<file path="src/hdl/nmeachk_pkg.sv">
`timescale 1ns / 1ps

package nmeachk_pkg;

	localparam int DEF_MAX_FIELDS       = 32;
	localparam int DEF_MAX_SENTENCE_LEN = 82;

	localparam logic [7:0] CH_DOLLAR = 8'h24;
	localparam logic [7:0] CH_STAR   = 8'h2A;
	localparam logic [7:0] CH_COMMA  = 8'h2C;

	localparam logic [2:0] KIND_IGNORED    = 3'd0;
	localparam logic [2:0] KIND_FIELD_CHAR = 3'd1;
	localparam logic [2:0] KIND_FIELD_END  = 3'd2;
	localparam logic [2:0] KIND_SENT_END   = 3'd3;
	localparam logic [2:0] KIND_SENT_START = 3'd4;

	typedef enum logic [1:0] {
		PH_IDLE = 2'd0,
		PH_BODY = 2'd1,
		PH_HEX1 = 2'd2,
		PH_HEX2 = 2'd3
	} phase_t;

	typedef enum logic [1:0] {
		HEX_VALID = 2'd0,
		HEX_LOWER = 2'd1,
		HEX_BAD   = 2'd2
	} hex_class_t;

	typedef struct packed {
		logic [2:0]  byte_kind;
		logic [4:0]  field_index;
		logic [7:0]  data_byte;
		logic [15:0] field_value;
		logic        checksum_ok;
		logic        sentence_error;
	} result_t;

endpackage

</file>
<file path="src/hdl/nmea_sentence_checker_tokenizer.sv">
`timescale 1ns / 1ps

// NMEA 0183 sentence checker and tokenizer.
// Input channel: one received character per request (rx_byte, in_valid/in_ready).
// Output channel: one result per input character (byte_kind, field_index,
// data_byte, field_value, checksum_ok, sentence_error, out_valid/out_ready).
// byte_kind: ignored, field char, field end (field_value holds the saturated
// decimal value of the field's leading digits), sentence end (checksum_ok and
// sentence_error valid), sentence start on '$'.
// Output: each result is registered in out_q, or in skid_q while the receiver stalls.
// Throughput: one character per cycle while in_ready is high; the per-byte parser
// state update is combinational logic ahead of the result register.
// Stall: a result register plus one skid entry; while the receiver stalls a
// second request is still taken, then in_ready drops until the skid drains.
// Reset: arst_n clears parser state (idle, waiting for '$') and empties both result
// entries. Any '$' restarts a sentence; the previous one gets no end result.
module nmea_sentence_checker_tokenizer #(
	parameter int MAX_FIELDS       = nmeachk_pkg::DEF_MAX_FIELDS,
	parameter int MAX_SENTENCE_LEN = nmeachk_pkg::DEF_MAX_SENTENCE_LEN
) (
	input  logic        clk,
	input  logic        arst_n,
	input  logic        in_valid,
	output logic        in_ready,
	input  logic [7:0]  rx_byte,
	output logic        out_valid,
	input  logic        out_ready,
	output logic [2:0]  byte_kind,
	output logic [4:0]  field_index,
	output logic [7:0]  data_byte,
	output logic [15:0] field_value,
	output logic        checksum_ok,
	output logic        sentence_error
);
	import nmeachk_pkg::*;

	localparam int FieldTop = (MAX_FIELDS - 1 < 31) ? MAX_FIELDS - 1 : 31;

	logic    accept;
	result_t res_new;
	result_t out_q;
	result_t skid_q;
	logic    out_v_q;
	logic    skid_v_q;

	assign in_ready = !skid_v_q;
	assign accept   = in_valid && in_ready;

	nmeachk_parse #(
		.MAX_FIELDS       (MAX_FIELDS),
		.MAX_SENTENCE_LEN (MAX_SENTENCE_LEN)
	) u_parse (
		.clk     (clk),
		.arst_n  (arst_n),
		.accept  (accept),
		.rx_byte (rx_byte),
		.res     (res_new)
	);

	always_ff @(posedge clk or negedge arst_n) begin
		if (!arst_n) begin
			out_v_q  <= 1'b0;
			skid_v_q <= 1'b0;
		end else if (!out_v_q || out_ready) begin
			if (skid_v_q) begin
				out_v_q  <= 1'b1;
				skid_v_q <= 1'b0;
			end else begin
				out_v_q <= accept;
			end
		end else if (accept) begin
			skid_v_q <= 1'b1;
		end
	end

	always_ff @(posedge clk) begin
		if (!out_v_q || out_ready) begin
			if (skid_v_q) out_q <= skid_q;
			else if (accept) out_q <= res_new;
		end else if (accept) begin
			skid_q <= res_new;
		end
	end

	assign out_valid      = out_v_q;
	assign byte_kind      = out_q.byte_kind;
	assign field_index    = out_q.field_index;
	assign data_byte      = out_q.data_byte;
	assign field_value    = out_q.field_value;
	assign checksum_ok    = out_q.checksum_ok;
	assign sentence_error = out_q.sentence_error;

`ifndef SYNTHESIS
	a_skid_needs_out: assert property (@(posedge clk) disable iff (!arst_n)
		skid_v_q |-> out_v_q)
		else $error("skid entry held with empty output register");

	a_accept_fills: assert property (@(posedge clk) disable iff (!arst_n)
		accept && !out_v_q |=> out_v_q)
		else $error("accepted request produced no result");

	a_ok_only_at_end: assert property (@(posedge clk) disable iff (!arst_n)
		out_v_q && checksum_ok |-> byte_kind == KIND_SENT_END && !sentence_error)
		else $error("checksum_ok outside a clean sentence end");

	a_field_range: assert property (@(posedge clk) disable iff (!arst_n)
		out_v_q |-> field_index <= 5'(FieldTop))
		else $error("field index beyond limit");

	a_value_at_field_end: assert property (@(posedge clk) disable iff (!arst_n)
		out_v_q && byte_kind != KIND_FIELD_END |-> field_value == 16'd0)
		else $error("field value outside field end");
`endif

endmodule

</file>
<file path="src/hdl/nmeachk_parse.sv">
`timescale 1ns / 1ps

module nmeachk_parse #(
	parameter int MAX_FIELDS       = nmeachk_pkg::DEF_MAX_FIELDS,
	parameter int MAX_SENTENCE_LEN = nmeachk_pkg::DEF_MAX_SENTENCE_LEN
) (
	input  logic                 clk,
	input  logic                 arst_n,
	input  logic                 accept,
	input  logic [7:0]           rx_byte,
	output nmeachk_pkg::result_t res
);
	import nmeachk_pkg::*;

	localparam int FieldTop = (MAX_FIELDS - 1 < 31) ? MAX_FIELDS - 1 : 31;

	phase_t      phase_q, phase_d;
	logic [7:0]  xor_q, xor_d;
	logic [4:0]  field_q, field_d;
	logic [15:0] acc_q, acc_d;
	logic        stopped_q, stopped_d;
	logic [3:0]  hexhi_q, hexhi_d;
	logic [6:0]  bcnt_q, bcnt_d;
	logic        err_q, err_d;

	logic        is_digit;
	logic [3:0]  digit;
	logic [19:0] acc_mul;
	hex_class_t  hcls;
	logic [3:0]  hnib;
	logic        overlong;
	logic        match;

	always_comb begin
		hcls = HEX_BAD;
		hnib = 4'd0;
		if (rx_byte >= 8'h30 && rx_byte <= 8'h39) begin
			hcls = HEX_VALID;
			hnib = rx_byte[3:0];
		end else if (rx_byte >= 8'h41 && rx_byte <= 8'h46) begin
			hcls = HEX_VALID;
			hnib = rx_byte[3:0] + 4'd9;
		end else if (rx_byte >= 8'h61 && rx_byte <= 8'h66) begin
			hcls = HEX_LOWER;
		end
	end

	assign is_digit = (rx_byte >= 8'h30) && (rx_byte <= 8'h39);
	assign digit    = rx_byte[3:0];
	assign acc_mul  = {1'b0, acc_q, 3'b000} + {3'b000, acc_q, 1'b0} + {16'd0, digit};
	assign overlong = bcnt_q >= 7'(MAX_SENTENCE_LEN);
	assign match    = (hcls == HEX_VALID) && ({hexhi_q, hnib} == xor_q);

	// next phase
	always_comb begin
		phase_d = phase_q;
		if (rx_byte == CH_DOLLAR) begin
			phase_d = PH_BODY;
		end else begin
			unique case (phase_q)
				PH_IDLE: phase_d = PH_IDLE;
				PH_BODY: if (rx_byte == CH_STAR) phase_d = PH_HEX1;
				PH_HEX1: phase_d = PH_HEX2;
				PH_HEX2: phase_d = PH_IDLE;
				default: phase_d = PH_IDLE;
			endcase
		end
	end

	// datapath and result
	always_comb begin
		xor_d     = xor_q;
		field_d   = field_q;
		acc_d     = acc_q;
		stopped_d = stopped_q;
		hexhi_d   = hexhi_q;
		bcnt_d    = bcnt_q;
		err_d     = err_q;

		res                = '0;
		res.data_byte      = rx_byte;
		res.field_index    = field_q;
		res.byte_kind      = KIND_IGNORED;

		if (rx_byte == CH_DOLLAR) begin
			xor_d           = '0;
			field_d         = '0;
			acc_d           = '0;
			stopped_d       = 1'b0;
			hexhi_d         = '0;
			bcnt_d          = 7'd1;
			err_d           = 1'b0;
			res.byte_kind   = KIND_SENT_START;
			res.field_index = '0;
		end else begin
			if (phase_q != PH_IDLE) begin
				if (overlong) err_d = 1'b1;
				else bcnt_d = bcnt_q + 7'd1;
			end
			unique case (phase_q)
				PH_IDLE: ;
				PH_BODY: begin
					if (rx_byte == CH_COMMA || rx_byte == CH_STAR) begin
						res.byte_kind   = KIND_FIELD_END;
						res.field_value = acc_q;
						if (rx_byte == CH_COMMA) begin
							xor_d = xor_q ^ rx_byte;
							if (field_q < 5'(FieldTop)) field_d = field_q + 5'd1;
						end
						acc_d     = '0;
						stopped_d = 1'b0;
					end else begin
						xor_d         = xor_q ^ rx_byte;
						res.byte_kind = KIND_FIELD_CHAR;
						if (!stopped_q && is_digit) begin
							acc_d = (acc_mul > 20'd65535) ? 16'hFFFF : acc_mul[15:0];
						end else begin
							stopped_d = 1'b1;
						end
					end
				end
				PH_HEX1: begin
					if (hcls == HEX_BAD) err_d = 1'b1;
					hexhi_d = (hcls == HEX_VALID) ? hnib : ~xor_q[7:4];
				end
				PH_HEX2: begin
					if (hcls == HEX_BAD) err_d = 1'b1;
					res.byte_kind      = KIND_SENT_END;
					res.sentence_error = err_d;
					res.checksum_ok    = match && !err_d;
				end
				default: ;
			endcase
		end
	end

	always_ff @(posedge clk or negedge arst_n) begin
		if (!arst_n) begin
			phase_q   <= PH_IDLE;
			xor_q     <= '0;
			field_q   <= '0;
			acc_q     <= '0;
			stopped_q <= 1'b0;
			hexhi_q   <= '0;
			bcnt_q    <= '0;
			err_q     <= 1'b0;
		end else if (accept) begin
			phase_q   <= phase_d;
			xor_q     <= xor_d;
			field_q   <= field_d;
			acc_q     <= acc_d;
			stopped_q <= stopped_d;
			hexhi_q   <= hexhi_d;
			bcnt_q    <= bcnt_d;
			err_q     <= err_d;
		end
	end

endmodule
</file>
<file path="config.mk">
export PLATFORM = sky130hd
export DESIGN_NAME = nmea_sentence_checker_tokenizer
export DESIGN_NICKNAME = d
export VERILOG_FILES = /design/src/hdl/nmeachk_pkg.sv /design/src/hdl/nmea_sentence_checker_tokenizer.sv /design/src/hdl/nmeachk_parse.sv
export SDC_FILE = /design/constraint.sdc
export NUM_CORES = 1
export LEC_CHECK = 0
export ABC_AREA = 1
export BUFFER_PORTS_ARGS = -buffer_cell sky130_fd_sc_hd__buf_4
export CAP_MARGIN = 30
export CELL_PAD_IN_SITES_DETAIL_PLACEMENT = 0
export CELL_PAD_IN_SITES_GLOBAL_PLACEMENT = 1
export CORE_ASPECT_RATIO = 1.25
export CORE_MARGIN = 5
export CORE_UTILIZATION = 46
export CTS_CLUSTER_SIZE = 10
export DETAILED_ROUTE_END_ITERATION = 16
export GPL_TIMING_DRIVEN = 1
export HOLD_SLACK_MARGIN = 0.08
export PLACE_DENSITY = 0.89
export SYNTH_ARGS = -nofsm -noshare
export SYNTH_HDL_FRONTEND = slang
export SYNTH_SLANG_ARGS = --single-unit
</file>
<file path="constraint.sdc">
create_clock -name clk -period 3.3 [get_ports clk]
set_clock_uncertainty 0.15 [all_clocks]
set_input_delay 0.33 -clock clk [delete_from_list [all_inputs] [get_ports clk]]
set_output_delay 0.33 -clock clk [all_outputs]
set_load 0.005 [all_outputs]
</file>
==> flow_summary.json, run 1 <==
{
  "hold_viol_final": 0,
  "grt_overflow": 0,
  "slew-limit-headroom_pct": 45.4,
  "dr.pass1.iters": 4,
  "cts.path.max_buffers": 2,
  "hold_slack_ns": 0.117,
  "final-max-slew-violation-count": 0,
  "p_sw_uw": 1280,
  "tns_ns": 0,
  "grt_pass1_vias": 5439,
  "nFillCells": 1210,
  "ant_nets": 0,
  "internal-power_uw": 3220,
  "grt_usage_pct": 19.9,
  "ios": 48,
  "vias": 5317,
  "clkTransAtPathRegs_ns": 0.05,
  "maxCapViolCount": 0,
  "pwr-share-seq_pct": 41.4,
  "cts_num_sinks": 114,
  "final_core_util_pct": 56.2,
  "tightest_slew_ns": 0.818,
  "rsz0062_at_grt": "false",
  "rows": 48,
  "drive_gt1_share_pct": 13.1,
  "dp_hpwl_mm": 11.4,
  "dieArea_mm2": 0.0167,
  "critPathLaunchType": "input port",
  "cts.htree.levels": 4,
  "cp-end-kind": "register",
  "startpoint": "rx_byte[2]",
  "placed_area_mm2": 0.00709,
  "numCtsBuffers": 17,
  "final-seq-area_mm2": 0.00319,
  "diodes": 0,
  "max-vdd-ir-drop_uv": 386,
  "synthCells": 774,
  "finalCriticalPeriod_ns": 3.02,
  "clockRootBuffer": "clkbuf_16",
  "die_h_um": 143,
  "port_buffers": 47,
  "power.density_mw_per_mm2": 578,
  "ys_seq_area_share_pct": 48.8,
  "async_flop_share_pct": 40.4,
  "initial_core_util_pct": 47.1,
  "syn_area_mm2": 0.00654,
  "synth_cell_types": 41,
  "synth_ff_type": "edfxtp_1",
  "min_path_type": "input port to register",
  "synth_fp_nets": 830,
  "finalSetupViolCount": 0,
  "cts_tree": "yes",
  "drcViolationCount": 0,
  "synth_edf_count": 68,
  "min_from": "rx_byte[3]",
  "avgSynthCellArea_um2": 8.45,
  "ys_warn_count": 0,
  "p_clk_share_pct": 39.9,
  "routed_via_density": 5.16,
  "synthToLayoutAreaGrowth_pct": 19.2,
  "finalInstanceArea_mm2": 0.00779,
  "wire_per_inst_um": 15.5,
  "core_area_mm2": 0.0139,
  "drt_iter0_drc": 252,
  "fmax_mhz": 331,
  "min_period_over_period_pct": 91.5,
  "r2r_start": "u_parse.acc_q[0]",
  "status": "finished, final reports clean",
  "crit_type": "input port to register",
  "swShare_pct": 28.5,
  "worstPathRequired_ns": 3.44,
  "ys_seq_elements": 114,
  "combPwrFrac_pct": 18.7,
  "p_leak_uw": 0.00380,
  "grt_antenna_before_repair": 0,
  "crit_fanout": 15,
  "grt_max_degree": 47,
  "multi_input_area_mm2": 0.00293,
  "grt_pass1_wl_mm": 26.1,
  "fp.dieW_um": 117,
  "routed_wirelength_mm": 16.0,
  "power_uw": 4500,
  "fin_nets": 899,
  "place_congestion": 0.848,
  "worstPathArrival_ns": 3.16,
  "clk_latency_ns": 0.41
}
==> kinds of logic (layout without fill, tap and decap cells) <==
kind of cell,Yosys count,after routing,synth area share (%)
simple gates,415,415,26.9
flops,114,114,48.8
buf+inv,105,186,6.68
compound gates,81,81,6.72
fa+ha+maj,44,44,8.65
xor+xnor,11,11,1.47
mux,4,4,0.689
==> worst paths after layout <==
check | end | slack [ns] | cells past startpoint
worst max-delay path | u_parse.acc_q[0] | 0.28 | 18
worst min register to register | u_parse.field_q[4] | 0.34 | 2
max in group asynchronous | u_parse.hexhi_q[0] | 2.24 | 2
worst max register to register | u_parse.acc_q[0] | 0.42 | 15
worst min-delay path | skid_q[21] | 0.12 | 1
min in group asynchronous | u_parse.acc_q[11] | 0.33 | 2
==> routing by layer <==
layer	vias to the layer above	track usage (%)	wire, um
met3	21	2.88	509
met4	0	7.43	323
met1	2504	22.9	6560
met2	129	37.1	8570
li1	2663	-	-
met5	-	0	0
==> power by group through the flow <==
stage | Clock, uW | Combinational [uW] | Sequential (uW)
floorplan | 0 | 567 | 1860
global placement | 0 | 791 | 1870
detailed placement | 0 | 823 | 1880
CTS | 1810 | 843 | 1860
global route | 1880 | 952 | 1890
finish | 1800 | 840 | 1860
==> Yosys cell counts, types with 2 or more instances <==
library cell	count	share of area, %
nand3b_1	2	0.23
nor3b_1	3	0.34
ha_1	42	8.0
buf_4	3	0.34
xnor2_1	7	0.94
inv_2	3	0.17
nor3_1	12	0.92
buf_6	3	0.52
nand3_2	3	0.46
o22ai_1	5	0.48
o21ai_1	2	0.15
clkbuf_1	5	0.29
nor2_1	83	4.8
nand4_1	3	0.29
o21ai_0	38	2.9
a21boi_0	2	0.23
nor2_2	5	0.48
nand2_2	2	0.19
xor2_1	4	0.54
nand3_1	50	3.8
dfrtp_1	46	18
a31oi_1	2	0.19
inv_1	84	4.8
fa_1	2	0.61
mux2_2	4	0.69
a21oi_1	28	2.1
edfxtp_1	68	31
nor3_4	2	0.50
nor2_4	2	0.34
nand2_1	244	14
buf_2	5	0.38
==> through the flow <==
stage / std cells / worst slack, ns
2_1_floorplan: 774 / 0.432
3_3_place_gp: 988 / 0.319
3_5_place_dp: 988 / 0.266
4_1_cts: 1028 / 0.184
5_1_grt: 1030 / 0.0511
6_report: 1030 / 0.280
==> worst max-delay path, cell delays in order <==
cell,delay (ns)
dlygate4sd3_1,0.53
buf_4,0.19
ha_1,0.31
ha_1,0.25
fa_2,0.36
nand2_1,0.07
nand3_1,0.11
nand3_1,0.10
nand2_1,0.10
nand3_1,0.10
nand2_1,0.06
nand2_1,0.06
nand2_1,0.08
nor2_4,0.14
buf_12,0.15
nand3_1,0.09
nand2_1,0.07
nand2_1,0.07
==> cells in the final DEF, fill, tap and decap left out, types with 2 or more instances in the layout <==
cell type and count:
a21boi_0 2, a21oi_1 28, a31oi_1 2, buf_4 56
bufinv_16 3, clkbuf_1 2, clkbuf_16 17, clkinv_1 2
clkinv_2 4, clkinvlp_4 2, dfrtp_1 46, dlygate4sd3_1 9
edfxtp_1 68, ha_1 42, inv_1 84, inv_2 3
mux2_2 4, nand2_1 244, nand2_2 2, nand3_1 50
nand3_2 3, nand3b_1 2, nand4_1 3, nor2_1 81
nor2_2 4, nor2_4 5, nor3_1 12, nor3_4 2
nor3b_1 3, o21ai_0 38, o21ai_1 2, o22ai_1 5
xnor2_1 7, xor2_1 4
==> layout make-up <==
cell class,instances,share of cell area [%]
Inverter,88,4.27
Clock inverter,12,1.81
Sequential cell,114,41.0
Clock buffer,19,5.56
Tap cell,175,2.81
Multi-Input combinational cell,555,37.6
Timing Repair Buffer,67,6.95
==> repair_timing <==
| item | in CTS | in global routing |
|---|---|---|
| endpoints found under the hold margin | 55 | 0 |
| setup endpoints to repair | 0 | 14 |
| buffers inserted | 0 | 1 |
| resized for setup | 0 | 5 |
| hold buffers | 9 | 0 |
==> registers in the layout (all words and copies together) (netlist names) <==
| signal | count |
|---|---|
| u_parse.bcnt_q | 7 |
| out_valid | 1 |
| field_index | 5 |
| byte_kind | 3 |
| u_parse.err_q | 1 |
| checksum_ok | 1 |
| u_parse.phase_q | 2 |
| data_byte | 8 |
| skid_v_q | 1 |
| u_parse.stopped_q | 1 |
| field_value | 16 |
| u_parse.acc_q | 16 |
| u_parse.xor_q | 8 |
| sentence_error | 1 |
| u_parse.field_q | 5 |
| u_parse.hexhi_q | 4 |
| skid_q | 34 |
Note: power is estimated with default switching activity, not from simulation.
==> inputs of run 2 (changes only) <==
CORE_ASPECT_RATIO = 0.8   (was 1.25)
==> run 2 against run 1 <==
  * Non-clock buffer count unchanged
  * Largest cell class unchanged
  * Final cell count up 0.97%
  * Utilization down 0.67 points
  * Critical endpoint is now u_parse.acc_q[7]
  * Clock power up 4%
  * Register-to-register slack worse by 0.05 ns
==> flow_summary.json, run 2 (same netlist as run 1, synthesis figures left out) <==
{
  "routed_wirelength_mm": 14.9,
  "p_sw_uw": 1300,
  "placed_area_mm2": 0.00711,
  "cts_num_sinks": 114,
  "setup_slack_ns": 0.208,
  "layout_commonest_cell": "nand2_1",
  "initial_core_util_pct": 46.4,
  "fin_cells": 1040,
  "crit_path_cell_trace": "dlygate4sd3_1, buf_4, ha_1, ha_1, fa_1, nand2_1, nand3_1, nand3_1, nand2_1, nand3_1, nand2_1, nand2_1, nand2_1, nor2_4, buf_12, nand3_1, nand2_1, nand2_1",
  "top_register": "skid_q",
  "slew-limit-headroom_pct": 45.9,
  "clockRootBuffer": "clkbuf_16",
  "wire_per_inst_um": 14.4,
  "die_h_um": 117,
  "vias": 5215,
  "grt_pass1_vias": 5145,
  "tightest_slew_ns": 0.810,
  "largest_reg_flops": 34,
  "status": "finished, final reports clean",
  "fp.dieW_um": 143,
  "power.density_mw_per_mm2": 581,
  "max-vdd-ir-drop_uv": 473,
  "drt_iter0_drc": 414,
  "worstPathRequired_ns": 3.46,
  "fmax_mhz": 323,
  "synthToLayoutAreaGrowth_pct": 19.7,
  "grt_max_degree": 47,
  "grt_usage_pct": 19.2,
  "grt_antenna_before_repair": 0,
  "core_area_mm2": 0.0141,
  "crit_family": "simple AND/OR/NAND/NOR gates",
  "drcViolationCount": 0,
  "finalSetupViolCount": 0,
  "mostFrequentLayoutCells": "244 x nand2_1, 84 x inv_1, 81 x nor2_1",
  "ant_nets": 0,
  "min_period_over_period_pct": 93.7,
  "critPathMaxStageDelay_ns": 0.54,
  "hold_slack_ns": 0.133,
  "pwr-share-seq_pct": 40.7,
  "place_congestion": 0.839,
  "clk_latency_ns": 0.42,
  "diodes": 0,
  "slowest_stage": "dlygate4sd3_1",
  "cts.path.max_buffers": 2,
  "final-max-slew-violation-count": 0,
  "dieArea_mm2": 0.0167,
  "crit_fanout": 16,
  "clkTransAtPathRegs_ns": 0.06,
  "cp-end-kind": "register",
  "grt_pass1_wl_mm": 25.4,
  "drive_gt1_share_pct": 13.4,
  "place_ws_ns": 0.228,
  "crit_buf_inv": 3,
  "nFillCells": 1255,
  "cts.htree.levels": 4,
  "grt_overflow": 0,
  "hold_viol_final": 0,
  "critPathLaunchType": "input port",
  "dp_hpwl_mm": 10.6,
  "place_inst": 998,
  "port_buffers": 47,
  "routed_via_density": 5.01,
  "min_path_type": "input port to register",
  "tns_ns": 0,
  "crit_top_cell": "nand2_1",
  "fin_nets": 899,
  "swShare_pct": 28.7,
  "internal-power_uw": 3240,
  "crit_type": "input port to register",
  "p_leak_uw": 0.00381,
  "maxCapViolCount": 0,
  "p_clk_share_pct": 41.3,
  "rsz0062_at_grt": "false",
  "combPwrFrac_pct": 18.1,
  "cts_resized": 0,
  "cts_tree": "yes",
  "dr.pass1.iters": 5,
  "rows": 39,
  "numCtsBuffers": 17,
  "ios": 48,
  "finalCriticalPeriod_ns": 3.09,
  "finalInstanceArea_mm2": 0.00783,
  "worstPathArrival_ns": 3.25
}
run 2: cell count changes in the layout (fill, tap and decap cells not counted), sizes merged:
cell      delta
clkbuf       -2
clkinv       -2
clkinvlp     +1
inv          +4
run 2: path summary, 6_finish.rpt:
| kind | startpoint | endpoint | slack, ns | cells past startpoint |
|---|---|---|---|---|
| min in group asynchronous | arst_n | u_parse.bcnt_q[2] | 0.32 | 2 |
| max | rx_byte[2] | u_parse.acc_q[7] | 0.21 | 18 |
| min reg2reg | u_parse.field_q[4] | u_parse.field_q[4] | 0.33 | 2 |
| max reg2reg | u_parse.acc_q[0] | u_parse.acc_q[7] | 0.37 | 15 |
| min | out_ready | skid_v_q | 0.13 | 4 |
| max in group asynchronous | arst_n | u_parse.acc_q[0] | 2.25 | 2 |
run 2: area by class of cell:
type,count,area (um2),area share (%)
sequential,114,3190,40.8
multi-input combinational,555,2920,37.4
timing repair buffer,67,538,6.88
clock buffer,17,425,5.44
inverter,88,333,4.25
tap,184,230,2.94
clock inverter,15,183,2.33
run 2: stage by stage:
stage,total power (uW),util (%)
after global routing,4810,55.5
after global placement,2660,50.4
after floorplan,2420,-
after detailed placement,2680,50.4
final,4540,55.5
after CTS,4570,55.3
run 2: power by group through the flow:
stage               clock network [uW]  logic, uW  registers, uW
CTS                               1900        825           1850
global route                      1980        955           1880
global placement                     0        796           1870
floorplan                            0        567           1860
finish                            1870        820           1850
detailed placement                   0        806           1870
run 2: what timing repair did:
item | in CTS | in global routing
hold endpoints to repair | 55 | 0
setup buffers | 0 | 1
hold buffers | 9 | 0
endpoints found under the setup margin | 0 | 16
run 2: worst reg2reg max path, stage by stage, from the launching register on:
cell and delay, ns:
dfrtp_1 0.43, fa_1 0.53, fa_1 0.48, nand2_1 0.09, nand3_1 0.13, nand3_1 0.10
nand2_1 0.11, nand3_1 0.11, nand2_1 0.06, nand2_1 0.06, nand2_1 0.08, nor2_4 0.13
buf_12 0.15, nand3_1 0.09, nand2_1 0.07, nand2_1 0.05
run 2: per-layer routing:
| layer | wire length, um | GRT usage (%) | vias up | share of wire (%) |
|---|---|---|---|---|
| met4 | 97 | 5.08 | 0 | 0.65 |
| met1 | 7490 | 27.9 | 2396 | 50 |
| met2 | 6480 | 29.3 | 127 | 43 |
| li1 | - | - | 2683 | - |
| met3 | 855 | 4.38 | 9 | 5.7 |
| met5 | 0 | 0 | - | 0 |
==> inputs of run 3 (changes only) <==
ABC_AREA = default   (was 1)
CORE_UTILIZATION = 49   (was 46)
==> run 3 against run 2 <==
  * Sequential power barely moved
  * Setup slack worse by 0.12 ns
  * Global-route usage is essentially flat
  * First-iteration DRC count is 45% lower
  * Synthesized area decreased by 6.6%
  * Critical endpoint unchanged
  * Largest cell class unchanged
  * Largest power group is now registers
==> flow_summary.json, run 3 <==
{
  "status": "finished, final reports clean",
  "drcViolationCount": 0,
  "async_flop_share_pct": 40.4,
  "synth_edf_count": 68,
  "fin_nets": 650,
  "dp_hpwl_mm": 9.35,
  "synth_ff_type": "edfxtp_1",
  "p_leak_uw": 0.00320,
  "ys_seq_elements": 114,
  "min_path_type": "input port to register",
  "synthToLayoutAreaGrowth_pct": 23.7,
  "min_period_over_period_pct": 97.3,
  "ys_warn_count": 0,
  "maxCapViolCount": 0,
  "rows": 36,
  "clockRootBuffer": "clkbuf_16",
  "ys_seq_area_share_pct": 52.3,
  "clk_latency_ns": 0.41,
  "max-vdd-ir-drop_uv": 349,
  "final-seq-area_mm2": 0.00319,
  "place_inst": 736,
  "grt_pass1_wl_mm": 22.3,
  "vias": 4266,
  "reg2reg_to": "u_parse.acc_q[7]",
  "core_area_mm2": 0.0122,
  "r2r_slack_ns": 0.09,
  "layout_commonest_cell": "buf_4",
  "ios": 48,
  "cts.path.max_buffers": 2,
  "initial_core_util_pct": 50.0,
  "worstPathArrival_ns": 3.35,
  "hold_slack_ns": 0.136,
  "reg2reg_depth": 11,
  "top_register": "skid_q",
  "ant_nets": 0,
  "syn_area_mm2": 0.00610,
  "startpoint": "u_parse.acc_q[1]",
  "drt_iter0_drc": 226,
  "grt_usage_pct": 19.2,
  "crit_end": "u_parse.acc_q[7]",
  "use_met2_pct": 32.9,
  "final-max-slew-violation-count": 0,
  "crit_fanout": 16,
  "synth_cell_types": 58,
  "grt_pass1_vias": 4434,
  "top_usage_layer": "met2",
  "dr.pass1.iters": 4,
  "mostFrequentLayoutCells": "69 x buf_4, 68 x edfxtp_1, 46 x dfrtp_1",
  "routed_via_density": 5.49,
  "finalCriticalPeriod_ns": 3.21,
  "multi_input_area_mm2": 0.00289,
  "met3_usage_pct": 3.98,
  "place_congestion": 0.879,
  "yosysTopAreaCell": "edfxtp_1",
  "fmax_mhz": 311,
  "hold_viol_final": 0,
  "nFillCells": 963,
  "fin_cells": 777,
  "grt_overflow": 0,
  "routed_wirelength_mm": 13.4,
  "worstPathRequired_ns": 3.43,
  "avgSynthCellArea_um2": 11.9,
  "tns_ns": 0,
  "die_h_um": 110,
  "grt_max_degree": 47,
  "wire_per_inst_um": 17.2,
  "cts_num_sinks": 114,
  "use_met1_pct": 24.4,
  "final_core_util_pct": 61.8,
  "fp.dieW_um": 135,
  "finalSetupViolCount": 0,
  "cp-end-kind": "register",
  "synthMostInstantiatedCell": "edfxtp_1",
  "diodes": 0,
  "largest_reg_flops": 34,
  "synth_fp_nets": 570,
  "clkTransAtPathRegs_ns": 0.05,
  "port_buffers": 47,
  "slew-limit-headroom_pct": 55.4,
  "synth_commonest_cells": "68 x edfxtp_1, 46 x dfrtp_1, 43 x nor2_1",
  "crit_type": "register to register",
  "synthTopCellsByArea": "edfxtp_1 33%, dfrtp_1 19%, ha_1 8.6%",
  "grt_antenna_before_repair": 0,
  "setup_slack_ns": 0.0876,
  "tightest_slew_ns": 0.668,
  "cts.htree.levels": 4,
  "dieArea_mm2": 0.0148,
  "synth_top_area_share_pct": 33.5,
  "critPathLaunchType": "register",
  "place_ws_ns": -0.164,
  "drive_gt1_share_pct": 27.9,
  "power.density_mw_per_mm2": 583,
  "cts_tree": "yes",
  "synthCells": 514,
  "numCtsBuffers": 17,
  "r2r_start": "u_parse.acc_q[1]"
}
## run 3: cell types whose count changed after synthesis, moves of 7 or more
cell / previous run / this run
a21oi_1: 28 / 17
inv_1: 84 / 13
a221o_2: 0 / 10
nand2_1: 244 / 37
mux2_2: 4 / 31
and2_1: 1 / 22
nor2_1: 83 / 43
xnor2_1: 7 / 19
o21ai_0: 38 / 31
nand3_1: 50 / 9
xor2_1: 4 / 17
## run 3: what timing repair did
action,4_1_cts,5_1_grt
setup buffers,1,2
pin swaps,2,11
hold endpoints to repair,53,0
hold buffers,7,0
resized for setup,4,19
endpoints found under the setup margin,16,17
## run 3: area by class of cell
type | instances | area share (%)
inverter | 16 | 0.862
sequential | 114 | 42.3
timing repair buffer | 77 | 8.06
multi-input combinational | 368 | 38.3
tap | 171 | 2.83
clock buffer | 19 | 5.74
clock inverter | 12 | 1.87
## run 3: per-stage QoR
stage / instance area, um2 / power [uW]
3_5_place_dp: 6750 / 2620
5_1_grt: 7550 / 4610
2_1_floorplan: 6110 / 2360
4_1_cts: 7430 / 4420
6_report: 7550 / 4400
3_3_place_gp: 6750 / 2580
## run 3: kinds of logic after synthesis
logic type      synth area share [%]
simple gates                    12.3
xor+xnor                        5.17
flops                           52.3
mux                             5.72
compound gates                  12.8
buf+inv                         2.44
fa+ha+maj                       9.27
## run 3: worst min-delay path by stage
stage,slack (ns),cells past startpoint,to,from
CTS,0.12,3,skid_v_q,out_ready
global placement,0.22,1,u_parse.xor_q[7],arst_n
detailed placement,0.24,1,u_parse.xor_q[7],arst_n
floorplan,-0.12,0,out_valid,arst_n
global route,0.14,3,skid_v_q,out_ready
finish,0.14,3,skid_v_q,out_ready
## run 3: worst max-delay path, stage by stage, from the launching register on
cell and delay, ns:
dfrtp_1 0.41, ha_1 0.33, ha_4 0.19, fa_2 0.42, a211oi_2 0.23, o211ai_1 0.15, nand3b_1 0.19, a21oi_1 0.14
nor4b_4 0.29, o31ai_4 0.12, buf_12 0.16, a221o_2 0.30
## run 3: power by group
part | total, uW | internal [uW] | switching (uW)
logic | 735 | 347 | 389
clock network | 1780 | 1170 | 615
registers | 1880 | 1730 | 154
total | 4400 | 3240 | 1160
## run 3: layer usage
| layer | share of wire, % | vias up |
|---|---|---|
| li1 | - | 2063 |
| met1 | 45 | 2103 |
| met2 | 49 | 81 |
| met3 | 3.7 | 19 |
| met4 | 1.4 | 0 |
| met5 | 0 | - |
